==> config.mk <==
export PLATFORM = sky130hd
export DESIGN_NAME = ansi_escape_stripper
export DESIGN_NICKNAME = d
export VERILOG_FILES = /design/src/hw/rtl/ansi_pkg.sv /design/src/hw/rtl/ansi_parser.sv /design/src/hw/rtl/ansi_escape_stripper.sv
export SDC_FILE = /design/constraint.sdc
export NUM_CORES = 1
export LEC_CHECK = 0
export ABC_AREA = 1
export BUFFER_PORTS_ARGS = -buffer_cell sky130_fd_sc_hd__clkbuf_2
export CAP_MARGIN = 20
export CORE_ASPECT_RATIO = 0.9
export CORE_UTILIZATION = 53
export CTS_BUF_LIST = sky130_fd_sc_hd__clkbuf_16
export DETAILED_ROUTE_END_ITERATION = 7
export HOLD_SLACK_MARGIN = 0.12
export PLACE_DENSITY_LB_ADDON = 0.15
export REMOVE_ABC_BUFFERS = 1
export SLEW_MARGIN = 30
export SYNTH_ARGS = -nofsm -noshare
export SYNTH_HDL_FRONTEND = slang
export SYNTH_SLANG_ARGS = --single-unit
==> constraint.sdc <==
create_clock -name clk -period 2.2 [get_ports clk]
set_input_delay 0.33 -clock clk [delete_from_list [all_inputs] [get_ports clk]]
set_output_delay 0.33 -clock clk [all_outputs]
set_load 0.02 [all_outputs]
==> src/hw/rtl/ansi_pkg.sv <==
// ansi_pkg: parser state codes, character constants and the result word type
// shared by the escape sequence parser and the top level; no dependencies
`timescale 1ns / 1ps
`default_nettype none

package ansi_pkg;

	typedef enum logic [2:0] {
		ST_PLAIN   = 3'd0,
		ST_ESC     = 3'd1,
		ST_CSI     = 3'd2,
		ST_OSC     = 3'd3,
		ST_OSC_ESC = 3'd4
	} ansi_state_t;

	localparam logic [7:0] CH_ESC    = 8'h1B;
	localparam logic [7:0] CH_BEL    = 8'h07;
	localparam logic [7:0] CH_CSI    = 8'h5B;
	localparam logic [7:0] CH_OSC    = 8'h5D;
	localparam logic [7:0] CH_BSL    = 8'h5C;
	localparam logic [7:0] TWO_LO    = 8'h40;
	localparam logic [7:0] TWO_HI    = 8'h5F;
	localparam logic [7:0] CSI_LIMIT = 8'h40;

	typedef struct packed {
		logic [7:0] out_byte;
		logic       keep;
		logic       end_of_text;
	} ansi_res_t;

endpackage

`default_nettype wire

==> src/hw/rtl/ansi_parser.sv <==
// ansi_parser: escape sequence state register and the per-byte keep/drop decision
// depends on ansi_pkg for state codes, character constants and the result word
`timescale 1ns / 1ps
`default_nettype none

module ansi_parser (
	input  wire logic              clk,
	input  wire logic              arst_n,
	input  wire logic              accept,
	input  wire logic [7:0]        in_byte,
	input  wire logic              last,
	output ansi_pkg::ansi_res_t    res
);

	ansi_pkg::ansi_state_t state_q;
	ansi_pkg::ansi_state_t state_nxt;
	logic                  keep;

	always_ff @(posedge clk or negedge arst_n) begin
		if (!arst_n) begin
			state_q <= ansi_pkg::ST_PLAIN;
		end else if (accept) begin
			state_q <= state_nxt;
		end
	end

	always_comb begin
		state_nxt = state_q;
		keep      = 1'b0;
		case (state_q)
			ansi_pkg::ST_ESC: begin
				if (in_byte == ansi_pkg::CH_CSI) begin
					state_nxt = ansi_pkg::ST_CSI;
				end else if (in_byte == ansi_pkg::CH_OSC) begin
					state_nxt = ansi_pkg::ST_OSC;
				end else if (in_byte inside {[ansi_pkg::TWO_LO:ansi_pkg::TWO_HI]}) begin
					state_nxt = ansi_pkg::ST_PLAIN;
				end else if (in_byte == ansi_pkg::CH_ESC) begin
					// lone esc dropped, a second one opens a fresh escape
					state_nxt = ansi_pkg::ST_ESC;
				end else begin
					state_nxt = ansi_pkg::ST_PLAIN;
					keep      = 1'b1;
				end
			end
			ansi_pkg::ST_CSI: begin
				if (in_byte >= ansi_pkg::CSI_LIMIT) begin
					state_nxt = ansi_pkg::ST_PLAIN;
				end
			end
			ansi_pkg::ST_OSC, ansi_pkg::ST_OSC_ESC: begin
				if (state_q == ansi_pkg::ST_OSC_ESC && in_byte == ansi_pkg::CH_BSL) begin
					state_nxt = ansi_pkg::ST_PLAIN;
				end else if (in_byte == ansi_pkg::CH_BEL) begin
					state_nxt = ansi_pkg::ST_PLAIN;
				end else if (in_byte == ansi_pkg::CH_ESC) begin
					state_nxt = ansi_pkg::ST_OSC_ESC;
				end else begin
					state_nxt = ansi_pkg::ST_OSC;
				end
			end
			default: begin
				if (in_byte == ansi_pkg::CH_ESC) begin
					state_nxt = ansi_pkg::ST_ESC;
				end else begin
					state_nxt = ansi_pkg::ST_PLAIN;
					keep      = 1'b1;
				end
			end
		endcase
		// end of string always returns to plain text
		if (last) begin
			state_nxt = ansi_pkg::ST_PLAIN;
		end
	end

	assign res.out_byte    = keep ? in_byte : 8'h00;
	assign res.keep        = keep;
	assign res.end_of_text = last;

	a_last_resets: assert property (@(posedge clk) disable iff (!arst_n)
		(accept && last) |=> (state_q == ansi_pkg::ST_PLAIN))
		else $error("parser not back in plain text after final byte");

	a_keep_only_text: assert property (@(posedge clk) disable iff (!arst_n)
		keep |-> (state_q != ansi_pkg::ST_CSI && state_q != ansi_pkg::ST_OSC &&
			state_q != ansi_pkg::ST_OSC_ESC))
		else $error("byte kept inside a csi or osc body");

	a_held_state: assert property (@(posedge clk) disable iff (!arst_n)
		!accept |=> $stable(state_q))
		else $error("parser state moved without an accepted word");

endmodule

`default_nettype wire

==> src/hw/rtl/ansi_escape_stripper.sv <==
// ansi_escape_stripper: drops terminal escape sequences from a byte stream
// the result is registered in the output buffer; throughput one word per cycle while out_ready stays high
// a two-entry output buffer (result register plus skid) keeps input ready registered
// and lets a word in while an earlier result waits on out_ready
// reset: asynchronous, parser to plain text and output buffer empty
// depends on ansi_pkg and ansi_parser
`timescale 1ns / 1ps
`default_nettype none

module ansi_escape_stripper (
	input  wire logic       clk,
	input  wire logic       arst_n,
	input  wire logic       in_valid,
	output      logic       in_ready,
	input  wire logic [7:0] in_byte,
	input  wire logic       last,
	output      logic       out_valid,
	input  wire logic       out_ready,
	output      logic [7:0] out_byte,
	output      logic       keep,
	output      logic       end_of_text
);

	ansi_pkg::ansi_res_t res;
	ansi_pkg::ansi_res_t out_q;
	ansi_pkg::ansi_res_t skid_q;
	logic                out_valid_q;
	logic                skid_valid_q;
	logic                accept;
	logic                take;

	assign in_ready = !skid_valid_q;
	assign accept   = in_valid && in_ready;
	assign take     = out_valid_q && out_ready;

	ansi_parser u_parser (
		.clk     (clk),
		.arst_n  (arst_n),
		.accept  (accept),
		.in_byte (in_byte),
		.last    (last),
		.res     (res)
	);

	always_ff @(posedge clk or negedge arst_n) begin
		if (!arst_n) begin
			out_valid_q  <= 1'b0;
			skid_valid_q <= 1'b0;
		end else begin
			out_valid_q <= take ? (skid_valid_q || accept) : (out_valid_q || accept);
			if (accept && out_valid_q && !take) begin
				skid_valid_q <= 1'b1;
			end else if (take) begin
				skid_valid_q <= 1'b0;
			end
		end
	end

	always_ff @(posedge clk) begin
		if (skid_valid_q && take) begin
			out_q <= skid_q;
		end else if (accept && (!out_valid_q || take)) begin
			out_q <= res;
		end
		// word parks in the skid stage while the result register is stalled
		if (accept && out_valid_q && !take) begin
			skid_q <= res;
		end
	end

	assign out_valid   = out_valid_q;
	assign out_byte    = out_q.out_byte;
	assign keep        = out_q.keep;
	assign end_of_text = out_q.end_of_text;

	a_skid_behind_out: assert property (@(posedge clk) disable iff (!arst_n)
		skid_valid_q |-> out_valid_q)
		else $error("skid holds a word with the result register empty");

	a_accept_gives_result: assert property (@(posedge clk) disable iff (!arst_n)
		accept |=> out_valid_q)
		else $error("accepted word produced no result");

	a_skid_drains: assert property (@(posedge clk) disable iff (!arst_n)
		(skid_valid_q && take) |=> (out_valid_q && !skid_valid_q))
		else $error("skid word lost when result register drained");

endmodule

`default_nettype wire

# [Word-level counts from Yosys, hierarchy flattened]
# Cells that the tools add are included.
[totals] regBits=25 inputBits=13 output_inout_bits=12
[classes] magnitude_cmp=2 eq_ne=10 mux=21 reduce_logical=19
[op_table] operator="$eq A8 B7 Y1 const B" n=3
[op_table] operator="$mux W3" n=8
[op_table] operator="$mux W10" n=2
[op_table] operator="$pmux W3 S3" n=1
[op_table] operator="$eq A8 B3 Y1 const B" n=1
[op_table] operator="$eq A8 B5 Y1 const B" n=1
[op_table] operator="$ge A8 B7 Y1 const B" n=1
[op_table] operator="$le A8 B7 Y1 const B" n=1
[op_table] operator="$logic_and A1 B1 Y1" n=8
[op_table] operator="$mux W1" n=8
[op_table] operator="$mux W8" n=1
[op_table] operator="$eq A3 B2 Y1 const B" n=2
[op_table] operator="$reduce_bool A2 Y1" n=2
[op_table] operator="$eq A3 B1 Y1 const B" n=1
[op_table] operator="$eq A3 B3 Y1 const B" n=1
[op_table] operator="$logic_not A1 Y1" n=3
[op_table] operator="$logic_or A1 B1 Y1" n=3
[op_table] operator="$ne A3 B2 Y1 const B" n=1
[op_table] operator="$reduce_or A3 Y1" n=1
[op_table] operator="$pmux W1 S2" n=1
[op_table] operator="$reduce_and A2 Y1" n=1
[op_table] operator="$reduce_or A2 Y1" n=1

# [Longest topological paths before layout]
# Gate-level depths: netlist of the first run.
[logic_depth] word_depth=9 ltp_mapped=10

# [Cells and area by module]
# Synthesis of the first run repeated with hierarchy kept, for this count alone.
[hier_totals] cells_unflattened=162 area_unflattened_um2=1343.8
[modules_own_cells] module="ansi_escape_stripper" n_inst=1 cells_each=72 area_each_um2=884.6 seq_area_each_um2=650.6
[modules_own_cells] module="ansi_parser" n_inst=1 cells_each=90 area_each_um2=459.2 seq_area_each_um2=75.1

# [Least setup slack after synthesis of the first run]
# No wires, ideal clock.
[synth_timing] kind="register -> register" from="register skid_valid_q" to="register out_q, in the netlist end_of_text (enable)" setup_time_ns=0.391 t_arrival_ns=1.476 slack_ns=0.333 stages_incl_launch_ff=4 path_buffers=0 synth_period_minus_slack_ns=1.867 cell_sequence="dfrtp_1 -> inv_1 -> nand2_1 -> o21ai_0"
[synth_between] elab_chain_cells=4
[synth_rtl] element="from (decl)" line="ansi_escape_stripper.sv:28" rtl="logic skid_valid_q;"
[synth_rtl] element="from (signal assigned)" line="ansi_escape_stripper.sv:48" rtl="skid_valid_q <= 1'b0;"
[synth_rtl] element="from (signal assigned)" line="ansi_escape_stripper.sv:52" rtl="skid_valid_q <= 1'b1;"
[synth_rtl] element="from (signal assigned)" line="ansi_escape_stripper.sv:54" rtl="skid_valid_q <= 1'b0;"
[synth_rtl] element="$logic_not A1 Y1" line="ansi_escape_stripper.sv:32" rtl="assign in_ready = !skid_valid_q;"
[synth_rtl] element="net in_ready" line="ansi_escape_stripper.sv:14" rtl="output logic in_ready,"
[synth_rtl] element="$logic_and A1 B1 Y1" line="ansi_escape_stripper.sv:33" rtl="assign accept = in_valid && in_ready;"
[synth_rtl] element="$logic_and A1 B1 Y1" line="ansi_escape_stripper.sv:62" rtl="end else if (accept && (!out_valid_q || take)) begin"
[synth_rtl] element="$reduce_bool A2 Y1 (no source line)"
[synth_rtl] element="to (signal assigned)" line="ansi_escape_stripper.sv:61" rtl="out_q <= skid_q;"
[synth_rtl] element="to (signal assigned)" line="ansi_escape_stripper.sv:63" rtl="out_q <= res;"
[synth_rtl] element="to (decl)" line="ansi_escape_stripper.sv:25" rtl="ansi_pkg::ansi_res_t out_q;"
# The timed path passes the listed nets, and every way through them passes these cells.
# A chain may end at the register's enable or synchronous reset.

# [Worst setup path after layout of the first run]
[layout_timing] from="register out_valid_q, in the netlist out_valid" to="register out_q, in the netlist keep (enable)"
[layout_between] elab_chain_cells=4
[layout_rtl] element="from (decl)" line="ansi_escape_stripper.sv:27" rtl="logic out_valid_q;"
[layout_rtl] element="from (signal assigned)" line="ansi_escape_stripper.sv:50" rtl="out_valid_q <= take ? (skid_valid_q || accept) : (out_valid_q || accept);"
[layout_rtl] element="$logic_not A1 Y1 / $logic_and A1 B1 Y1 (equally long branches)" line="ansi_escape_stripper.sv:62, ansi_escape_stripper.sv:34"
[layout_rtl] element="$logic_or A1 B1 Y1" line="ansi_escape_stripper.sv:62"
[layout_rtl] element="$logic_and A1 B1 Y1" line="ansi_escape_stripper.sv:62"
[layout_rtl] element="$reduce_bool A2 Y1 (no source line) *"
# Every way passes the cells marked *; elsewhere a longest branch is shown, timed or not.

==> results by group, run 1 <==
Clocking
  – CTS tree: built
  – Postcts setup bufs: 0
  – Clk buf depth: 2
  – Root Driver: clkbuf_16
  – Clk Latency, worst-skew pair: 260 ps
  – Clk pin slew, worst setup/hold paths: 60 ps
  – Post-CTS Resized: 0
  – Clock sink count: 25
  – H-tree levels: 1
  – CTS Buf Count: 3

Flow run
  – MaxCap Viol Count: 0

Global route
  – Total GRT Usage: 19.8%
  – First-pass GRT wire length: 3480 µm
  – Largest net degree at the start of global routing: 15
  – Initial antenna violation count: 0
  – GRT overflow: 0
  – Vias in the first global route: 827

Detailed routing
  – Per-cell routed wire length: 11.3 µm
  – Starting DRC count in detailed routing: 16
  – DRC: 0
  – Vias: 990
  – Post-route ant nets: 0
  – Final wirelength: 2300 µm
  – TritonRoute pass-1 iters: 4
  – Vias per std cell: 4.85

Setup path
  – Worst Setup SP: out_valid
  – CP Cell Sequence: nand2_1 -> nor2_1 -> clkinv_1 -> o21ai_0 -> buf_4
  – Crit path max fanout: 10
  – Critical Path Max Stage Delay: 380 ps
  – Top delay family on crit path: buffers and inverters
  – CP endpoint kind: flip-flop
  – Worst endpoint required time: 2160 ps
  – CP endpoint: keep
  – Reg2reg end: keep
  – Setup Crit Path Kind: reg -> reg
  – CP Launch Type: flip-flop
  – Reg2reg setup slack: 690 ps
  – Crit path buf inv count: 2
  – Crit path DAT: 1480 ps
  – Crit-path slowest cell: dfrtp_1
  – R2r startpoint: out_valid
  – Worst R2R Path Depth: 5
  – Levels on crit path: 5

Yosys
  – Main combinational cell family by area after synthesis: simple AND/OR/NAND/NOR gates
  – Syn_area_per_cell: 8.45 µm²
  – Async set-or-reset flop fraction in the synthesized netlist: 20.0%
  – EDFF count, synth: 20
  – Mapped Cells: 146
  – Post-synth top cells: nand2_1, nor2_1, inv_1
  – Post-synthesis compound-gate area fraction: 3.55%
  – Post-synthesis sequential area ratio: 58.8%
  – Syn. warnings: 0
  – Area leader, netlist: edfxtp_1
  – Synth top area share: 48.7%
  – Mux share of post-synthesis cell area: 0%
  – Distinct cells, synth: 17
  – Adder-cell share of the synthesized area: 0%
  – Top FF cell, synth: edfxtp_1
  – Simple-Gate Fraction of Synth Area: 30.6%
  – Post-Synth XOR/XNOR Area: 0%
  – Top-count cell post-synth: nand2_1
  – Netlist Area Pre-Place: 0.00123 mm²
  – Top cells by area, synth: edfxtp_1, nand2_1, dfrtp_1
  – Post-synthesis register bit count: 25

Floorplanning
  – Initial core utilization: 56.5%
  – Die X-Extent: 52.9 µm
  – Die area: 0.00252 mm²
  – FP Rows: 16
  – Die Span Y: 47.8 µm
  – CORE AREA: 0.00218 mm²
  – IO Pins: 25

Final layout
  – Share of cells above drive strength 1: 21.5%
  – Inserted Diodes: 0
  – Area grow syn2layout: 21.3%
  – Final nets: 191

Power and ir drop
  – Power per standard cell area: 945 mW/mm²
  – Worst VDD drop: 0.000629 V
  – Lkg Pwr: 0.726 nW

STA
  – Max-slew violation count: 0
  – Clock Skew: 1.29 ps
  – Final period util: 68.8%
  – Tmin final: 1510 ps
  – Worst slew pin tran: 290 ps
  – Final hold violations: 0
  – Slew HR: 80.5%
  – Max Freq: 661 MHz
  – RSZ-0062 raised after global routing: false
  – Setup WS post-layout: 687 ps
  – Setup TNS: 0 ps
  – Final Setup Violations: 0

Outcome
  – Status: finished, final reports clean

Min path
  – Hold crit path type: in -> reg

Place
  – Post-DP HPWL: 1710 µm
  – Port bufs: 24
  – RD Place Congestion: 0.817
  – Place WS: 655 ps
state kept, by name (all words and copies together), names as in the netlist:
| register | flops |
|---|---|
| skid_q | 10 |
| keep | 1 |
| u_parser.state_q | 3 |
| end_of_text | 1 |
| out_valid | 1 |
| out_byte | 8 |
| skid_valid_q | 1 |
where the power goes:
part / switching (mW) / total (mW) / internal (mW) / leakage [nW]
sequential: 0.0228 / 0.647 / 0.624 / 0.248
clock: 0.154 / 0.399 / 0.245 / 0.0409
combinational: 0.259 / 0.368 / 0.109 / 0.437
layer usage:
| metal | vias up | routed length, µm | GRT usage [%] |
|---|---|---|---|
| met5 | - | 0 | 0 |
| met3 | 4 | 99 | 3.81 |
| met4 | 0 | 34 | 9.47 |
| li1 | 522 | - | - |
| met1 | 447 | 1060 | 25.0 |
| met2 | 17 | 1110 | 33.4 |
cells in the final DEF (no fill, tap or decap), drive strengths merged, types with 2 or more instances in the layout:
| cell type | instances |
|---|---|
| a21oi | 3 |
| buf | 3 |
| clkbuf | 27 |
| clkinv | 2 |
| dfrtp | 5 |
| edfxtp | 20 |
| inv | 21 |
| nand2 | 53 |
| nand3 | 7 |
| nor2 | 26 |
| nor3 | 2 |
| o21ai | 5 |
stage by stage:
step	hold WS (ps)	power, mW	std cells	cell area, µm²	utilization (%)
floorplan	34.4	0.886	145	1230	-
global placement	153	1.01	199	1410	64.4
detailed placement	157	1.02	199	1410	64.4
CTS	261	1.42	204	1500	68.6
global route	271	1.49	204	1500	68.6
finish	263	1.41	204	1500	68.6
logic make-up after synthesis:
family,count (synthesis)
buffers and inverters,23
AO/OA/AOI/OAI,8
AND/OR/NAND/NOR,90
flip-flops,25
worst register-to-register path, stage by stage (launching register included):
cell and delay, ps:
dfrtp_1 380, nand2_1 60, nor2_1 120, clkinv_1 270, o21ai_0 160, buf_4 220
area by class of cell:
class	count	area (µm²)
clock buffer	3	75.1
clock inverter	1	5.00
fill	165	686
inverter	22	82.6
multi-input combinational	98	422
sequential	25	726
tap	27	33.8
timing repair buffer	28	153
repair_timing:
| item | 4_1_cts | 5_1_grt |
|---|---|---|
| hold buffers | 1 | 0 |
| hold endpoints to repair | 5 | 0 |
| setup endpoints to repair | 0 | 0 |
worst min-delay path by stage:
stage / depth (start not counted) / from / to / slack, ps
global placement: 1 / arst_n / out_valid / 150
finish: 1 / last / skid_q[0] / 260
floorplan: 0 / arst_n / out_valid / 30
CTS: 1 / last / skid_q[0] / 260
global route: 1 / last / skid_q[0] / 270
detailed placement: 1 / arst_n / skid_valid_q / 160
Note: power is estimated with default switching activity, not from simulation.
==> run 2, diff against run 1 <==
==> constraint.sdc (replaced) <==
create_clock -name clk -period 1.4 [get_ports clk]
set_input_delay 0.21 -clock clk [delete_from_list [all_inputs] [get_ports clk]]
set_output_delay 0.21 -clock clk [all_outputs]
set_load 0.02 [all_outputs]
==> results by group, run 2 (same netlist as run 1, synthesis figures left out) <==
Outcome
  – Status: finished, violations left
  – Failing checks: negative setup slack

STA
  – Max Freq: 697 MHz
  – Slew HR: 83.0%
  – RSZ-0062 raised after global routing: true
  – Tmin final: 1430 ps
  – Final period util: 102%
  – Final hold violations: 0
  – Final Setup Violations: 3
  – Worst slew pin tran: 254 ps
  – Clock Skew: 3.28 ps
  – Setup WS post-layout: -34.6 ps
  – Max-slew violation count: 0

Floorplanning
  – IO Pins: 25
  – CORE AREA: 0.00218 mm²
  – Die Span Y: 47.8 µm
  – FP Rows: 16
  – Initial core utilization: 56.5%
  – Die area: 0.00252 mm²
  – Die X-Extent: 52.9 µm

Final layout
  – Layout Cells excl Fill: 213
  – Register area: 727 µm²
  – Reg with most FFs: skid_q
  – Share of cells above drive strength 1: 31.2%
  – Final Util: 74.8%
  – Area grow syn2layout: 32.3%
  – Design area: 0.00163 mm²
  – Final nets: 200
  – Max reg flops: 10
  – Inserted Diodes: 0
  – Commonest non-fill, non-tap cell in the layout: nand2_1
  – Area occupied by multi-input gates: 497 µm²
  – # fillers: 149
  – Commonest cells after routing, fill and taps aside: nand2_1, clkbuf_2, inv_1, edfxtp_1, nor2_1

Detailed routing
  – Final wirelength: 2870 µm
  – Vias: 1104
  – DRC: 0
  – TritonRoute pass-1 iters: 4
  – Per-cell routed wire length: 13.5 µm
  – Post-route ant nets: 0
  – Vias per std cell: 5.18
  – Starting DRC count in detailed routing: 32

Setup path
  – CP Launch Type: flip-flop
  – Worst endpoint required time: 1520 ps
  – CP Cell Sequence: nor2_1 -> nand2_1 -> nand2_2 -> a21oi_4 -> nand2_4 -> nor2_4 -> nand2_2 -> nand2_2
  – Crit path DAT: 1550 ps
  – Crit-path slowest cell: dfrtp_2
  – Cell repeated most along the worst path: nand2_2
  – Critical Path Max Stage Delay: 420 ps
  – Setup Crit Path Kind: reg -> reg
  – Crit path max fanout: 5
  – CP endpoint kind: flip-flop

Clocking
  – H-tree levels: 1
  – Clk Latency, worst-skew pair: 250 ps
  – Clock sink count: 25
  – Root Driver: clkbuf_16
  – CTS Buf Count: 3
  – Clk pin slew, worst setup/hold paths: 60 ps
  – Clk buf depth: 2
  – CTS tree: built

Global route
  – Vias in the first global route: 941
  – Largest net degree at the start of global routing: 14
  – GRT overflow: 0
  – Met2 usage: 44.6%
  – Total GRT Usage: 23.0%
  – Initial antenna violation count: 0
  – Most Crowded Layer GR: met2
  – First-pass GRT wire length: 4000 µm
  – Global-route met1 utilization: 25.5%
  – Met3 usage: 4.13%

Power and ir drop
  – Final Power: 2.29 mW
  – Lkg Pwr: 0.779 nW
  – Power per standard cell area: 1410 mW/mm²
  – Worst VDD drop: 0.00110 V

Place
  – Placed insts: 204
  – Port bufs: 24
  – RD Place Congestion: 0.802
  – Post-DP HPWL: 1980 µm
  – Placed inst area: 0.00144 mm²

Min path
  – Hold crit path type: in -> reg

Flow run
  – MaxCap Viol Count: 0
==> run 2: changes by cell type in the layout (fill, tap and decap cells not counted), moves of 4 or more <==
cell / change
nor2_4: +5
nor2_1: -6
nand2_2: +4
nand2_1: -4
buf_4: +8
==> run 2: final timing paths <==
| path | from | endpoint | slack, ps | cells after the start |
|---|---|---|---|---|
| max reg2reg | u_parser.state_q[1] | out_byte[0] | -30 | 8 |
| min in group asynchronous | arst_n | out_valid | 350 | 2 |
| max in group asynchronous | arst_n | u_parser.state_q[1] | 900 | 2 |
| min reg2reg | skid_q[4] | out_byte[2] | 520 | 2 |
| min | last | skid_q[0] | 150 | 1 |
| max | u_parser.state_q[1] | out_byte[0] | -30 | 8 |
==> run 2: layout make-up <==
class                      count  area share (%)
timing repair buffer          36            13.0
clock inverter                 1           0.230
sequential                    25            44.6
tap                           27            2.07
clock buffer                   3            4.60
multi-input combinational     99            30.4
inverter                      22            5.06
==> run 2: per-layer routing <==
layer	share of wire (%)	up-vias
met5	0	-
met4	2.7	0
met3	4.7	8
met2	53	41
met1	40	513
li1	-	542
==> run 2: critical path: cells and delay by family (launching register included) <==
family | cells | cell delay [ps]
and+or+nand+nor | 7 | 650
AOI/OAI and AO/OA | 1 | 210
DFF | 1 | 420
==> run 2: what timing repair did <==
action,4_1_cts,5_1_grt
buffers inserted,0,2
endpoints found under the hold margin,5,0
setup endpoints to repair,0,18
hold buffers,1,0
resized for setup,0,23
==> run 2: stage by stage <==
stage | hold slack (ps) | setup slack [ps] | TNS [ps]
3_5_place_dp | 31.5 | 22.6 | 0
6_report | 152 | -34.6 | -46.9
3_3_place_gp | 30.9 | 61.7 | 0
5_1_grt | 154 | -92.2 | -636
2_1_floorplan | -85.6 | -741 | -11720
4_1_cts | 152 | 32.2 | 0
==> run 2: where the power goes <==
group / internal [mW] / switching [mW]
Combinational: 0.216 / 0.442
Clock: 0.381 / 0.229
Sequential: 0.982 / 0.0427
